## config.mk

```make
export PLATFORM = sky130hd
export DESIGN_NAME = mpc_front
export DESIGN_NICKNAME = d
export VERILOG_FILES = /design/src/hdl/mpc_pkg.sv /design/src/hdl/mpc_front.sv
export SDC_FILE = /design/constraint.sdc
export NUM_CORES = 2
export LEC_CHECK = 0
export BUFFER_PORTS_ARGS = -buffer_cell sky130_fd_sc_hd__buf_2
export CORE_MARGIN = 4
export CORE_UTILIZATION = 38
export CTS_CLUSTER_DIAMETER = 150
export DETAILED_ROUTE_END_ITERATION = 10
export GPL_TIMING_DRIVEN = 0
export PLACE_DENSITY = 0.66
export SETUP_SLACK_MARGIN = 0.4
export SLEW_MARGIN = 30
export SYNTH_ARGS = -nofsm -noshare
export SYNTH_HDL_FRONTEND = slang
export SYNTH_SLANG_ARGS = --single-unit
```

## constraint.sdc

```tcl
create_clock -name i_clk -period 19.1 [get_ports i_clk]
set_clock_uncertainty 0.05 [all_clocks]
set_input_delay 2.865 -clock i_clk [delete_from_list [all_inputs] [get_ports i_clk]]
set_output_delay 2.865 -clock i_clk [all_outputs]
set_load 0.02 [all_outputs]
```

## src/hdl/mpc_pkg.sv

```systemverilog
package mpc_pkg;

    localparam int COORD_W = 32;
    localparam int FRAC_W  = 28;
    localparam int ITER_W  = 16;
    localparam int CNT_W   = ITER_W + 1;
    localparam int IDX_W   = 11;
    localparam int ZW      = COORD_W + 4;
    localparam int CFG_IDX_W = 3;

    localparam logic [CFG_IDX_W-1:0] CFG_X_MIN    = 3'd0;
    localparam logic [CFG_IDX_W-1:0] CFG_X_STEP   = 3'd1;
    localparam logic [CFG_IDX_W-1:0] CFG_Y_MIN    = 3'd2;
    localparam logic [CFG_IDX_W-1:0] CFG_Y_STEP   = 3'd3;
    localparam logic [CFG_IDX_W-1:0] CFG_MAX_ITER = 3'd4;

    localparam logic signed [COORD_W-1:0] RST_X_MIN  = -32'sd644245094;
    localparam logic signed [COORD_W-1:0] RST_X_STEP = 32'sd570950;
    localparam logic signed [COORD_W-1:0] RST_Y_MIN  = -32'sd256899789;
    localparam logic signed [COORD_W-1:0] RST_Y_STEP = 32'sd571602;
    localparam logic [ITER_W-1:0]         RST_MAX_ITER = 16'd100;

    typedef struct packed {
        logic [IDX_W-1:0] pixel_col;
        logic [IDX_W-1:0] pixel_row;
    } t_pixel_req;

    typedef struct packed {
        logic [IDX_W-1:0] out_col;
        logic [IDX_W-1:0] out_row;
        logic [7:0]       red;
        logic [7:0]       green;
        logic [7:0]       blue;
        logic [CNT_W-1:0] iter_count;
    } t_pixel_rsp;

    typedef struct packed {
        logic [IDX_W-1:0]          col;
        logic [IDX_W-1:0]          row;
        logic signed [COORD_W-1:0] cr;
        logic signed [COORD_W-1:0] ci;
    } t_work;

    typedef struct packed {
        logic signed [COORD_W-1:0] x_min;
        logic signed [COORD_W-1:0] x_step;
        logic signed [COORD_W-1:0] y_min;
        logic signed [COORD_W-1:0] y_step;
        logic [ITER_W-1:0]         max_iter;
    } t_cfg;

    typedef enum logic [2:0] {
        S_IDLE,
        S_TEST,
        S_MUL_LO,
        S_MUL_HI,
        S_SQUARE,
        S_UPDATE,
        S_DIVIDE,
        S_FINISH
    } t_back_state;

endpackage

```

## src/hdl/mpc_front.sv

```systemverilog
module mpc_front (
    input  logic                i_clk,
    input  logic                i_rst_n,
    input  logic                i_push,
    output logic                o_full,
    input  mpc_pkg::t_pixel_req i_req,
    input  mpc_pkg::t_cfg       i_cfg,
    output logic                o_wr,
    input  logic                i_wr_full,
    output mpc_pkg::t_work      o_work
);
    import mpc_pkg::*;

    logic                      r_busy;
    logic                      r_prod_ok;
    logic [IDX_W-1:0]          r_col;
    logic [IDX_W-1:0]          r_row;
    logic signed [COORD_W+11:0] r_px;
    logic signed [COORD_W+11:0] r_py;
    logic signed [COORD_W+12:0] sum_x;
    logic signed [COORD_W+12:0] sum_y;

    function automatic logic signed [COORD_W-1:0] clamp_c(input logic signed [COORD_W+12:0] v);
        logic signed [COORD_W+12:0] hi;
        logic signed [COORD_W+12:0] lo;
        hi = (COORD_W+13)'({1'b0, {(COORD_W-1){1'b1}}});
        lo = -hi - 1;
        if (v > hi) begin
            return hi[COORD_W-1:0];
        end else if (v < lo) begin
            return lo[COORD_W-1:0];
        end
        return v[COORD_W-1:0];
    endfunction

    assign sum_x = (COORD_W+13)'(r_px) + (COORD_W+13)'(i_cfg.x_min);
    assign sum_y = (COORD_W+13)'(r_py) + (COORD_W+13)'(i_cfg.y_min);

    assign o_full = r_busy;
    assign o_wr   = r_busy && r_prod_ok && !i_wr_full;
    assign o_work = '{col: r_col, row: r_row, cr: clamp_c(sum_x), ci: clamp_c(sum_y)};

    always_ff @(posedge i_clk) begin
        if (!i_rst_n) begin
            r_busy    <= 1'b0;
            r_prod_ok <= 1'b0;
        end else if (i_push && !r_busy) begin
            r_busy    <= 1'b1;
            r_prod_ok <= 1'b0;
        end else if (r_busy && !r_prod_ok) begin
            r_prod_ok <= 1'b1;
        end else if (o_wr) begin
            r_busy    <= 1'b0;
            r_prod_ok <= 1'b0;
        end
    end

    always_ff @(posedge i_clk) begin
        if (i_push && !r_busy) begin
            r_col <= i_req.pixel_col;
            r_row <= i_req.pixel_row;
        end
        if (r_busy && !r_prod_ok) begin
            r_px <= $signed({1'b0, r_col}) * i_cfg.x_step;
            r_py <= $signed({1'b0, r_row}) * i_cfg.y_step;
        end
    end

endmodule

```

## Word-level counts from Yosys, hierarchy flattened

Index checks and enable logic that the tools add are counted.

| operators by class | value |
|---|---|
| equal/unequal tests | 1 |
| multiply operators | 2 |
| add/subtract/negate cells | 2 |
| bitwise operators | 1 |
| muxes and demuxes | 14 |
| order comparisons | 4 |
| divide/modulo/power cells | 0 |
| reductions and logical operators | 11 |
| shifts and indexed selects | 0 |

Operators with widths:

| cell | number |
|---|---|
| 32-bit 2-to-1 mux | 6 |
| 44-bit by 32-bit adder with 45-bit output | 2 |
| 45-bit by 32-bit > comparator with 1-bit output (second input constant) | 2 |
| 45-bit by 32-bit less-than comparator with 1-bit output (second input constant) | 2 |
| 12-bit by 32-bit multiplier with 44-bit output | 2 |
| 1-bit 2-to-1 mux | 8 |
| 1-bit logical AND | 4 |
| 2-bit nonzero test | 2 |
| 1-bit zero test | 3 |
| 2-bit != test (second input constant) | 1 |
| 2-bit AND reduction | 1 |
| 2-bit OR reduction | 1 |
| 1-bit inverter | 1 |

| word-level totals | value |
|---|---|
| word-level logic and storage cells | 41 |
| memory bits (writable) | 0 |
| latch bits | 0 |
| ROM bits | 0 |
| input port bits | 170 |
| register bits | 112 |
| memories | 0 |
| output and inout bits | 88 |

## Logic depth before layout (Yosys ltp)

| logic depth | value |
|---|---|
| depth after elaboration | 5 |
| mapped depth | 24 |
| mapped depth without buffers | 23 |

## Least setup slack after synthesis

Ideal clock, no wire load.

| path | value |
|---|---|
| path type | input to output |
| start point | input port i_cfg[112] in the netlist's numbering |
| end point | output port o_work[35] in the netlist's numbering |
| stages on the path | 14 |
| data required time | 16.185 ns |
| slack | 10.010 ns |
| path buffers | 1 |
| data arrival time | 6.175 ns |
| cell sequence | ha_1 -> fa_1 -> a211oi_1 -> o21ai_1 -> a221oi_2 -> o211a_1 -> o211a_1 -> o21a_1 -> o221ai_2 -> nor4_2 -> nand4_1 -> o41a_1 -> buf_6 -> o21ai_2 |

RTL lines:

| element | RTL line | source |
|---|---|---|
| start, declared | mpc_front.sv:7 | `input mpc_pkg::t_cfg i_cfg,` |
| end, declared | mpc_front.sv:10 | `output mpc_pkg::t_work o_work` |

==> results.py <==
metrics = {
    "status": {
        "status": "complete, no violations",
    },
    "logic_synthesis": {
        "synth_ff_type": "edfxtp_1",
        "synth_area_um2": 32800,
        "synth_cells": 3785,
        "avgSynthCellArea_um2": 8.67,
        "ys_warn_count": 0,
        "yosysTopAreaCellShare_pct": 37.3,
        "async_reset_ff_share_pct": 0,
        "synth-seq-cells": 112,
        "yosysUniqueCellTypes": 85,
        "syn-num-nets": 4843,
        "seq_area_frac_synth_pct": 10.2,
        "synth_edf_count": 110,
        "synth_top_area_cell": "fa_1",
        "yosys-top-cells-area": "fa_1, ha_1, edfxtp_1",
    },
    "drt": {
        "wl_um": 88000,
        "drt-vias-per-instance": 5.05,
        "antenna_left": 0,
        "drt_iter0_drc": 1609,
        "vias": 26265,
        "first_pass_iters": 6,
        "routedWlPerCell_um": 16.9,
        "route.detailed.drc": 0,
    },
    "setup_path": {
        "cp_common_cell": "buf_2",
        "crit_family": "compound AO/OA/AOI/OAI gates",
        "r2r_setup_slack_ps": 11660,
        "cp_data_required_time_ps": 16190,
        "cp-start-kind": "primary input",
        "path_cells": "buf_2 > ha_1 > clkbuf_1 > nand2_1 > nor4_1 > inv_1 > a211oi_1 > nor2_1 > a22oi_1 > xor2_1 > nor4_1 > nand4_1 > o41ai_2 > buf_2 > o41ai_1 > buf_2",
        "path_max_fanout": 13,
        "worst_setup_path_end_kind": "output port",
        "crit_path_max_incr_delay_ps": 670,
        "critical-path-slowest-cell": "o41ai_2",
        "critical_path_class": "in -> out",
        "crit_buf_inv": 5,
        "critPathArrivalTime_ps": 7160,
    },
    "clock_network": {
        "cts_sinks": 112,
        "post_cts_buffers": 0,
        "cts_buffers": 9,
        "cts.repair.resized": 0,
        "postCtsHoldBufs": 0,
        "cts_tree": "yes",
        "cts_root_buffer": "clkbuf_16",
        "clk_latency_ps": 400,
        "path_clk_slew_ps": 90,
        "clk_path_buf_depth": 2,
        "h-tree-depth": 3,
    },
    "final_layout": {
        "final_util_pct": 42.1,
        "areaGrowthSynthToFinish_pct": 9.48,
        "num-nets-final": 5100,
        "layout_commonest_cell": "inv_1",
        "layout-drive-gt1-share_pct": 8.43,
        "design_area_um2": 35900,
        "instances_no_fill": 5202,
        "most-common-layout-cells": "inv_1, nand2_1, fa_1",
    },
    "timing": {
        "timing.hold.ws_ps": 573,
        "relSlewSlack_pct": 45.8,
        "final.setup.worst_slack_ps": 9030,
        "period_share_pct": 52.7,
        "post-route-min-period_ps": 10070,
        "setup_viol": 0,
        "worst_slew_pin_slew_ps": 804,
        "fin_setup_tns_ps": 0,
        "hold_viol": 0,
        "clock.fmax_ghz": 0.0993,
        "slew_violations": 0,
        "rsz0062_at_grt": "false",
    },
    "pwr": {
        "p_leak_nw": 17.8,
        "peakVddDrop_mv": 0.131,
        "power_mw": 7.10,
        "powerDensity_nw_per_um2": 198,
    },
    "floorplan": {
        "fp.dieArea_um2": 91100,
        "initial_utilization_pct": 38.4,
        "fp.dieW_um": 302,
        "coreArea_um2": 85400,
        "die_h_um": 302,
        "rows": 107,
        "io_pins": 258,
    },
    "grt": {
        "grt_max_degree": 26,
        "grtUsageMet3_pct": 4.50,
        "grt_pass1_wl_um": 142000,
        "grt.busiest_layer": "met2",
        "grtUsageMet2_pct": 32.6,
        "antenna_found_initial": 15,
        "grt_pass1_vias": 27011,
        "grt_overflow": 0,
        "use_met1_pct": 25.3,
        "track_usage_pct": 19.7,
    },
    "placed_design": {
        "pre_cts_slack_ps": 9170,
        "numPortBuffers": 241,
        "place_inst": 5175,
        "placed_area_um2": 35600,
        "dp_hpwl_um": 75900,
        "gp_congestion": 0.935,
    },
    "job": {
        "cap_violations": 0,
    },
    "min_path": {
        "hp-class": "reg -> reg",
    },
}
worst paths after layout:
kind | cells past startpoint | from | to
min reg2reg | 2 | r_prod_ok$_SDFFE_PP0P_ | r_prod_ok$_SDFFE_PP0P_
min | 2 | r_prod_ok$_SDFFE_PP0P_ | r_prod_ok$_SDFFE_PP0P_
max | 16 | i_cfg[79] | o_work[9]
max reg2reg | 22 | r_row[7]$_DFFE_PP_ | r_py[43]$_DFFE_PP_
worst reg2reg max path: stages (launching register included):
cell and delay (ps):
edfxtp_1 690, clkbuf_1 570, nand2_1 170, fa_1 530
inv_1 50, fa_1 560, fa_1 430, fa_1 490
inv_1 50, fa_1 470, inv_1 40, ha_1 340
a21o_1 200, a21o_1 160, a21o_1 190, a221o_1 400
a221o_1 470, a2111oi_2 390, nor2_1 150, a21oi_2 250
o21ai_1 150, and4_1 210, nor3_1 240
flip-flops by register name, summed over array words and instances (netlist names):
name and flops:
r_row 11, r_px 44, r_py 44, r_col 11
o_full 1, r_prod_ok 1
per-layer routing:
layer / up-vias / wire length, um
li1: 12302 / -
met1: 12975 / 36400
met2: 804 / 41100
met3: 174 / 6980
met4: 10 / 3440
met5: - / 66
synthesized netlist by cell type (all sizes together), types with 5 or more instances:
| library cell | count |
|---|---|
| a21oi | 161 |
| a21boi | 6 |
| xnor2 | 99 |
| and4 | 7 |
| o21ai | 163 |
| o21a | 21 |
| nand4 | 26 |
| nand3 | 32 |
| or3 | 5 |
| o31ai | 11 |
| a21o | 68 |
| o211ai | 17 |
| nand2b | 17 |
| nor4 | 7 |
| nor3 | 18 |
| and2 | 180 |
| and3 | 12 |
| edfxtp | 110 |
| buf | 23 |
| nor2 | 95 |
| nand2 | 657 |
| a211oi | 22 |
| nor2b | 15 |
| inv | 792 |
| o21bai | 24 |
| xor2 | 58 |
| a31oi | 20 |
| clkbuf | 152 |
| ha | 276 |
| fa | 612 |
kinds of logic (layout without fill, tap and decap cells):
group           count (synthesis)  in the layout  share of synthesized area (%)
compound gates                571            571                           11.4
simple gates                 1086           1086                           15.0
xor+xnor                      157            157                           4.21
buf+inv                       967           1228                           11.2
fa+ha+maj                     888            888                           47.9
flops                         112            112                           10.2
mux                             4              4                          0.126
other cells                     0             12                              0
power breakdown:
group | switching [mW] | total (mW) | internal, mW
clock | 0.108 | 0.211 | 0.104
sequential | 0.0451 | 0.677 | 0.632
combinational | 3.72 | 6.22 | 2.50
area by class of cell:
class	count	area, um2
Clock inverter	6	72.6
Inverter	792	2970
Tap cell	1144	1430
Antenna cell	12	30.0
Fill cell	8621	49500
Sequential cell	112	3340
Multi-Input combinational cell	2706	25800
Buffer	175	709
Clock buffer	9	225
Timing Repair Buffer	246	1340
Power figures use the tool's default switching activity.
