<file path="src/hdl/mpc_pkg.sv">
package mpc_pkg;

    localparam int COORD_W = 32;
    localparam int FRAC_W  = 28;
    localparam int ITER_W  = 16;
    localparam int CNT_W   = ITER_W + 1;
    localparam int IDX_W   = 11;
    localparam int ZW      = COORD_W + 4;
    localparam int CFG_IDX_W = 3;

    localparam logic [CFG_IDX_W-1:0] CFG_X_MIN    = 3'd0;
    localparam logic [CFG_IDX_W-1:0] CFG_X_STEP   = 3'd1;
    localparam logic [CFG_IDX_W-1:0] CFG_Y_MIN    = 3'd2;
    localparam logic [CFG_IDX_W-1:0] CFG_Y_STEP   = 3'd3;
    localparam logic [CFG_IDX_W-1:0] CFG_MAX_ITER = 3'd4;

    localparam logic signed [COORD_W-1:0] RST_X_MIN  = -32'sd644245094;
    localparam logic signed [COORD_W-1:0] RST_X_STEP = 32'sd570950;
    localparam logic signed [COORD_W-1:0] RST_Y_MIN  = -32'sd256899789;
    localparam logic signed [COORD_W-1:0] RST_Y_STEP = 32'sd571602;
    localparam logic [ITER_W-1:0]         RST_MAX_ITER = 16'd100;

    typedef struct packed {
        logic [IDX_W-1:0] pixel_col;
        logic [IDX_W-1:0] pixel_row;
    } t_pixel_req;

    typedef struct packed {
        logic [IDX_W-1:0] out_col;
        logic [IDX_W-1:0] out_row;
        logic [7:0]       red;
        logic [7:0]       green;
        logic [7:0]       blue;
        logic [CNT_W-1:0] iter_count;
    } t_pixel_rsp;

    typedef struct packed {
        logic [IDX_W-1:0]          col;
        logic [IDX_W-1:0]          row;
        logic signed [COORD_W-1:0] cr;
        logic signed [COORD_W-1:0] ci;
    } t_work;

    typedef struct packed {
        logic signed [COORD_W-1:0] x_min;
        logic signed [COORD_W-1:0] x_step;
        logic signed [COORD_W-1:0] y_min;
        logic signed [COORD_W-1:0] y_step;
        logic [ITER_W-1:0]         max_iter;
    } t_cfg;

    typedef enum logic [2:0] {
        S_IDLE,
        S_TEST,
        S_MUL_LO,
        S_MUL_HI,
        S_SQUARE,
        S_UPDATE,
        S_DIVIDE,
        S_FINISH
    } t_back_state;

endpackage

</file>
<file path="src/hdl/mpc_queue.sv">
module mpc_queue (
    input  logic           i_clk,
    input  logic           i_rst_n,
    input  logic           i_wr,
    input  mpc_pkg::t_work i_data,
    output logic           o_full,
    input  logic           i_rd,
    output logic           o_empty,
    output mpc_pkg::t_work o_data
);
    import mpc_pkg::*;

    t_work       r_mem [2];
    logic        r_wp;
    logic        r_rp;
    logic [1:0]  r_cnt;

    assign o_full  = (r_cnt == 2'd2);
    assign o_empty = (r_cnt == 2'd0);
    assign o_data  = r_mem[r_rp];

    always_ff @(posedge i_clk) begin
        if (!i_rst_n) begin
            r_wp  <= 1'b0;
            r_rp  <= 1'b0;
            r_cnt <= 2'd0;
        end else begin
            if (i_wr) begin
                r_wp <= ~r_wp;
            end
            if (i_rd) begin
                r_rp <= ~r_rp;
            end
            r_cnt <= r_cnt + 2'(i_wr) - 2'(i_rd);
        end
    end

    always_ff @(posedge i_clk) begin
        if (i_wr) begin
            r_mem[r_wp] <= i_data;
        end
    end

    a_no_overflow: assert property (@(posedge i_clk) disable iff (!i_rst_n)
        i_wr |-> (r_cnt != 2'd2)) else $error("queue written while full");
    a_no_underflow: assert property (@(posedge i_clk) disable iff (!i_rst_n)
        i_rd |-> (r_cnt != 2'd0)) else $error("queue read while empty");

endmodule

</file>
<file path="config.mk">
export PLATFORM = sky130hd
export DESIGN_NAME = mpc_queue
export DESIGN_NICKNAME = d
export VERILOG_FILES = /design/src/hdl/mpc_pkg.sv /design/src/hdl/mpc_queue.sv
export SDC_FILE = /design/constraint.sdc
export NUM_CORES = 1
export LEC_CHECK = 0
export BUFFER_PORTS_ARGS = -buffer_cell sky130_fd_sc_hd__clkbuf_2
export CORE_ASPECT_RATIO = 1.4
export CORE_MARGIN = 2
export CORE_UTILIZATION = 47
export DETAILED_ROUTE_END_ITERATION = 8
export PLACE_DENSITY = 0.71
export SYNTH_ARGS = -nofsm -noshare
export SYNTH_HDL_FRONTEND = slang
export SYNTH_SLANG_ARGS = --single-unit
</file>
<file path="constraint.sdc">
create_clock -name i_clk -period 6.4 [get_ports i_clk]
set_input_delay 1.92 -clock i_clk [delete_from_list [all_inputs] [get_ports i_clk]]
set_output_delay 1.92 -clock i_clk [all_outputs]
set_load 0.01 [all_outputs]
</file>
---- Yosys cells after proc, flatten, opt, wreduce, memory -nomap -nowiden ----
Memories as Yosys holds them, arrays and structs flattened. A register that Yosys moved wholly into a read port is not among the register bits.
Index checks and enable logic that the tools add are counted.
word-level totals
  flip-flop bits (word level) ............. 4
  memories kept ........................... 1
  memory bits (writable) .................. 172
  output and inout bits ................... 88
  word-level logic and storage cells ...... 14
cells by class
  add/subtract/negate cells ............... 2
  equal/unequal tests ..................... 1
  bitwise gates (word level) .............. 2
  multiplexer cells ....................... 4
  reduce and logical (&&, ||, !) cells .... 1
memory list
  name   depth  bits a word  rd ports  clocked after Yosys merged registers in  write ports  RTL line         RTL
  r_mem  2      86           1         1                                        1            mpc_queue.sv:13  t_work r_mem [2];
operators with widths
  operator            count
  $mux 1              4
  $add 2x1->2         1
  $eq 2x2->1 const B  1
  $logic_not 2->1     1
  $not 1->1           2
  $sub 2x1->2         1

---- Logic depth before layout (Yosys ltp) ----
Gate-level depths: netlist of the first run.
  word-level depth ........................ 3
  mapped depth ............................ 6
  depth with buffers taken out ............ 6

---- Worst setup path after synthesis of the first run ----
No wires, ideal clock.
  path kind ............................... input port to flip-flop
  from .................................... in i_wr
  to ...................................... mem r_mem[0][0] in the netlist's numbering (enable)
  library setup time ...................... 0.542 ns
  path slack .............................. 0.153 ns
  arrival time ............................ 5.705 ns
  cell stages on the path ................. 1
  data required time ...................... 5.858 ns
  path through ............................ nor2b_1
between the ends
  cells in the longest elaborated chain, start to end .. 2
RTL lines
  element                       RTL line         RTL
  start: declaration            mpc_queue.sv:4   input logic i_wr,
  $mux 1                        mpc_queue.sv:39  if (i_wr) begin
  $mux 1 (implied by the code)  mpc_queue.sv:40  r_mem[r_wp] <= i_data;
  end: declaration              mpc_queue.sv:13
No other way between the ends.

==> results of run 1 <==
-- power by group through the flow --
stage / clock network (uW) / registers (uW) / logic [uW]
2_1_floorplan: 0 / 1380 / 184
3_3_place_gp: 0 / 1400 / 261
3_5_place_dp: 0 / 1400 / 269
4_1_cts: 1070 / 1380 / 270
5_1_grt: 1120 / 1380 / 286
6_report: 1050 / 1380 / 264
-- metrics by stage --
step / instance area (um^2) / power [uW] / hold slack (ns)
final: 8270 / 2690 / 0.594
after global routing: 8270 / 2790 / 0.621
after CTS: 8270 / 2720 / 0.596
after detailed placement: 7660 / 1670 / 0.569
after global placement: 7660 / 1660 / 0.558
after floorplan: 6640 / 1570 / 0.555
-- worst register-to-register path, delay by kind of cell, from the launching register on --
family / cells / cell delay, ns
AND/OR/NAND/NOR: 1 / 0.55
buffers and inverters: 1 / 0.63
flip-flops: 1 / 0.40
-- how the worst max path moves through the flow --
stage          depth (start not counted)  slack (ns)      start     endpoint
3_5_place_dp                           3        2.41  flip-flop    o_data[1]
5_1_grt                                3        1.85  flip-flop   o_data[42]
3_3_place_gp                           3        2.45  flip-flop   o_data[42]
2_1_floorplan                          1        0.15       i_wr  r_mem[0][0]
4_1_cts                                3        1.96  flip-flop    o_data[1]
6_report                               3        2.03  flip-flop    o_data[2]
-- cells in the mapped netlist --
master,n
and2_1,4
buf_12,4
buf_2,4
buf_6,1
buf_8,1
dfxtp_1,5
edfxtp_1,172
ha_1,2
inv_1,2
mux2_2,46
mux2_4,40
nor2_1,1
nor2b_1,4
o21a_1,1
xnor3_1,1
xor2_1,1
-- final cells by class --
type | count | area [um^2] | share of cell area (%)
flip-flops and latches | 177 | 5270 | 63.7
repair buffers | 180 | 908 | 11.0
inverters | 2 | 7.51 | 0.0908
multi-input cells | 100 | 1250 | 15.1
well taps | 185 | 231 | 2.80
clock buffers | 19 | 433 | 5.23
clock inverters | 13 | 175 | 2.12
-- flip-flops by register name, summed over array words and instances, names as in the netlist, named ones only --
name and flops:
r_mem 172, r_rp 1, r_cnt 2, r_wp 1
-- logic make-up (layout without fill, tap and decap cells) --
family,Yosys count,after routing,share of synthesized area [%]
flip-flops,177,177,79.4
multiplexers,86,86,16.9
buffers and inverters,12,214,2.02
AND/OR/NAND/NOR,9,9,0.811
adder cells (fa/ha/maj),2,2,0.377
XOR/XNOR,2,2,0.471
AO/OA/AOI/OAI,1,1,0.113
-- metal layers --
| metal | vias up | share of wire, % | track usage [%] |
|---|---|---|---|
| met3 | 26 | 5.8 | 5.50 |
| met5 | - | 0 | 0 |
| li1 | 1520 | - | - |
| met2 | 114 | 56 | 27.5 |
| met1 | 1603 | 35 | 15.7 |
| met4 | 0 | 3.3 | 9.10 |
==> results.md, run 1 <==
- Worst reg2reg startpoint: r_wp
- Die area: 0.0151 mm^2
- Leak: 0.00325 uW
- Synthesized cell area: 0.00664 mm^2
- Yosys top cell area share: 77.8%
- IO buf count: 177
- Share of power burned in registers: 51.2%
- Count of cell types in the netlist: 16
- Crit path launch type: flip-flop
- Max frequency: 0.229 GHz
- DP Worst Slack: 2.41 ns
- P_int: 2110 uW
- Syn_nets: 381
- Delay-heaviest family, CP: flip-flops
- Core area: 0.0138 mm^2
- Vias: 3263
- VDD IR max: 0.000254 V
- Worst Hold Path Cells: 2
- Clock Path Buffers: 2
- Final setup viols: 0
- Arr. time, crit path: 2.45 ns
- HP Class: flip-flop to flip-flop
- Routed length per instance: 17.1 um
- R2R Setup Slk: 4.43 ns
- Yosys top cell by area: edfxtp_1
- Logic pwr share: 9.8%
- Sw Ratio: 21.6%
- Inst Count DP: 644
- Hold Fails Final Rpt: 0
- CP bufs+invs: 2
- Placement Rows: 51
- Power Density: 325 mW/mm^2
- Residual DRC: 0
- Final Util: 59.7%
- Starting Density: 47.9%
- Initial drt markers: 146
- Syn-to-layout area delta: 24.6%
- Die Ht: 145 um
- HPWL Detailed: 7.66 mm
- Initial antenna violation count: 0
- Mean Syn Cell Area: 23.0 um^2
- Skew-Pair Late Insertion Delay: 0.42 ns
- Resize count post-CTS: 0
- Worst clock skew: 0.0121 ns
- Number of clock buffers inserted by TritonCTS: 17
- Critical-path cell list: buf_4 > mux2_2 > clkbuf_2
- GRT Overall Usage: 15.5%
- Clock network fraction of design power: 39.0%
- Tcrit/Tclk final: 68.3%
- Outcome: finished, final reports clean
- Setup WS post-layout: 2.03 ns
- Fraction of layout cells with a size suffix above 1: 60.9%
- Post-route minimum period: 4.37 ns
- Crit path required time: 4.48 ns
- R2r worst-path depth: 2
- Unrepaired setup endpoints after global routing: no
- Fin Setup TNS: 0 ns
- Mapped Cells: 289
- Reg clk slew, reported paths: 0.07 ns
- Max-cap violations: 0
- Slowest-stage cell, CP: dfxtp_4
- Drt total wl: 11.5 mm
- First-pass DRT Iterations: 4
- CTS tree: yes
- Register area share after synthesis: 79.4%
- Synth Register Bits: 177
- Commonest non-fill, non-tap cell in the layout: clkbuf_2
- Routability cong.: 0.765
- Synth area leaders: edfxtp_1, mux2_4, mux2_2
- Root Buffer: clkbuf_16
- Ant. Diodes: 0
- Clk sinks: 177
- Fin. max-slew vios: 0
- Layout Nets: 570
- Slew Limit Headroom: 24.2%
- I/O pin cnt: 178
- Tightest Pin Transition: 1.14 ns
- Crit path largest cell delay: 1.03 ns
- Antenna-violating nets left: 0
- Chip width: 104 um
- Final non-filler cell total: 676
- Syn. warnings: 0
- Switch Pwr: 580 uW
- Reg2reg end: r_mem[1][47]
- Fill cells: 1081
- CP Max Fanout: 66
- CTS Hold Bufs: 0
- Setup bufs post-CTS: 0
- Via-to-Cell Ratio: 4.83
- GR Overflow Total: 0
- H-tree depth: 4
- Kind of critical path: flip-flop to output port
- First-pass GRT wire length: 17.1 mm
- Largest net degree at the start of global routing: 87
- Most frequent cells in the layout: clkbuf_2, edfxtp_1, mux2_2, mux2_4, clkbuf_16
- Hold Path Origin: r_rp
- Setup crit end kind: output port
- Vias in the first global route: 3435
(Power assumes the default switching activity.)
==> inputs of run 2 (changes only) <==
Clock period 6.4 ns to 3.8 ns, I/O delays scaled along.
==> run 2 against run 1 <==
  * Sequential cell count unchanged
  * Clock skew fell by 0.0065 ns
  * Die area stayed put
  * Highest routed layer unchanged
  * Critical path depth is the same
  * Largest power group unchanged
  * Design area grew 0.62%
  * Routed wire length fell by 2.2%
  * Sequential share of layout area decreased by 0.39 points
  * Setup slack got worse by 1.1 ns
  * First-iteration DRC count increased by 14%
==> results.md, run 2 (synthesis gave the netlist of run 1 again) <==
- Outcome: finished, final reports clean
- Fraction of layout cells with a size suffix above 1: 60.9% (about the same)
- Clock Path Buffers: 2 (unchanged)
- Leak: 0.00326 uW (+0.49%)
- Hold Fails Final Rpt: 0 (unchanged)
- Logic pwr share: 10.8% (+1.0 points)
- Antenna-violating nets left: 0 (unchanged)
- Sw Ratio: 21.2% (-0.45 points)
- Area after DPL: 0.00773 mm^2 (+0.85%)
- Power Density: 540 mW/mm^2 (+66%)
- CTS Hold Bufs: 0 (unchanged)
- Placement Rows: 51 (unchanged)
- Tcrit/Tclk final: 76.1%
- R2r worst-path depth: 2 (unchanged)
- Starting Density: 47.9% (unchanged)
- Core area: 0.0138 mm^2 (unchanged)
- HP Class: flip-flop to flip-flop
- Initial drt markers: 167 (+14%)
- Final setup viols: 0 (unchanged)
- Worst reg2reg startpoint: r_wp
- Largest register by flop count: r_mem
- Largest net degree at the start of global routing: 51 (-41%)
- Clk sinks: 177 (unchanged)
- HPWL Detailed: 7.63 mm (-0.40%)
- Vias: 3247 (-0.49%)
- Worst Setup EP: o_data[38]
- Arr. time, crit path: 1.75 ns (-0.70 ns)
- Skew-Pair Late Insertion Delay: 0.40 ns (-0.02 ns)
- Reg clk slew, reported paths: 0.06 ns (about the same)
- VDD IR max: 0.000364 V (+44%)
- Setup crit end kind: output port
- Crit path required time: 2.66 ns (-1.82 ns)
- Fin Setup TNS: 0 ns (unchanged)
- Worst Hold Path Cells: 2 (unchanged)
- H-tree depth: 4 (unchanged)
- Drt total wl: 11.3 mm (-2.2%)
- I/O pin cnt: 178 (unchanged)
- Unrepaired setup endpoints after global routing: no
- Switch Pwr: 950 uW (+64%)
- Biggest regs: r_mem: 172 flops, r_cnt: 2 flops
- Vias in the first global route: 3420 (-0.44%)
- Max frequency: 0.346 GHz
- Setup bufs post-CTS: 0 (unchanged)
- Die area: 0.0151 mm^2 (unchanged)
- Kind of critical path: flip-flop to output port
- P_int: 3540 uW (+68%)
- Reg2reg end: r_mem[1][31]
- Commonest non-fill, non-tap cell in the layout: clkbuf_2
- IO buf count: 177 (unchanged)
- First-pass DRT Iterations: 4 (unchanged)
- Initial antenna violation count: 1 (+1)
- Share of power burned in registers: 50.9% (-0.3 points)
- CP Max Fanout: 36 (-45%)
- Routed length per instance: 16.6 um (-2.6%)
- Chip width: 104 um (unchanged)
- Clock network fraction of design power: 38.3% (-0.7 points)
- Routability cong.: 0.669 (-12%)
- Syn-to-layout area delta: 25.4%
- Die Ht: 145 um (unchanged)
- Max reg flops: 172 (unchanged)
- R2R Setup Slk: 2.16 ns (-2.27 ns)
- Root Buffer: clkbuf_16
- Worst clock skew: 0.00562 ns (-0.00647 ns)
- GRT Overall Usage: 14.8% (-0.69 points)
- CTS tree: yes
- GR Overflow Total: 0 (unchanged)
- Fill cells: 1077 (-0.37%)
- Layout Nets: 572 (+0.35%)
- Via-to-Cell Ratio: 4.78 (-0.93%)
- Most frequent cells in the layout: clkbuf_2, edfxtp_1, mux2_2, mux2_4, clkbuf_16
- Post-route cell area: 0.00832 mm^2 (+0.62%)
- Residual DRC: 0 (unchanged)
- Max-cap violations: 0 (unchanged)
- Post-route minimum period: 2.89 ns
- Resize count post-CTS: 0 (unchanged)
- Crit path launch type: flip-flop
- Tightest Pin Transition: 0.646 ns (-0.491 ns)
- First-pass GRT wire length: 16.8 mm (-2.2%)
- Slew Limit Headroom: 56.8% (+33 points)
- Number of clock buffers inserted by TritonCTS: 17 (unchanged)
- Fin. max-slew vios: 0 (unchanged)
-- run 2: changes by cell type in the layout (fill, tap and decap cells not counted) --
cell / previous run / this run
buf_12: 0 / 4
buf_4: 3 / 1
clkinv_2: 1 / 3
clkinv_4: 3 / 1
clkinv_1: 0 / 1
clkinvlp_4: 1 / 2
diode_2: 0 / 1
inv_6: 4 / 3
inv_8: 1 / 0
-- run 2: area by class of cell --
cell class	instances	area [um^2]	area share [%]
inverter	2	7.51	0.0902
clock inverter	13	159	1.91
tap	185	231	2.78
antenna	1	2.50	0.0301
timing repair buffer	182	973	11.7
multi-input combinational	100	1250	15.0
clock buffer	19	433	5.20
sequential	177	5270	63.3
-- run 2: routing by layer --
layer / track usage [%] / part of all wire, % / vias up
met5: 0 / 0 / -
met4: 6.26 / 1.8 / 0
met3: 4.01 / 4.9 / 13
met2: 27.8 / 56 / 108
met1: 15.6 / 37 / 1599
li1: - / - / 1527
-- run 2: power by group through the flow --
stage | combinational [uW] | sequential, uW | clock [uW]
floorplan | 311 | 2320 | 0
global placement | 486 | 2320 | 0
detailed placement | 495 | 2330 | 0
CTS | 496 | 2280 | 1760
global route | 526 | 2290 | 1840
finish | 487 | 2280 | 1720
-- run 2: how the worst min path moves through the flow --
stage,start,end,slack (ns)
finish,r_rp,flip-flop,0.58
global route,r_rp,flip-flop,0.61
CTS,r_rp,flip-flop,0.58
detailed placement,r_rp,flip-flop,0.57
global placement,r_rp,flip-flop,0.56
floorplan,r_rp,flip-flop,0.55
-- run 2: per-stage QoR --
stage | setup WS, ns | cells | hold slack [ns] | util, % | total power, uW
2_1_floorplan | 0.217 | 289 | 0.555 | - | 2630
3_3_place_gp | 1.28 | 646 | 0.558 | 55.8 | 2800
3_5_place_dp | 1.26 | 646 | 0.570 | 55.8 | 2820
4_1_cts | 0.877 | 678 | 0.582 | 60.1 | 4540
5_1_grt | 0.818 | 678 | 0.610 | 60.1 | 4660
6_report | 0.908 | 679 | 0.578 | 60.1 | 4490
-- run 2: critical path, stage by stage, from the launching register on --
cell,delay [ns]
dfxtp_4,0.36
buf_4,0.43
mux2_2,0.41
clkbuf_2,0.14
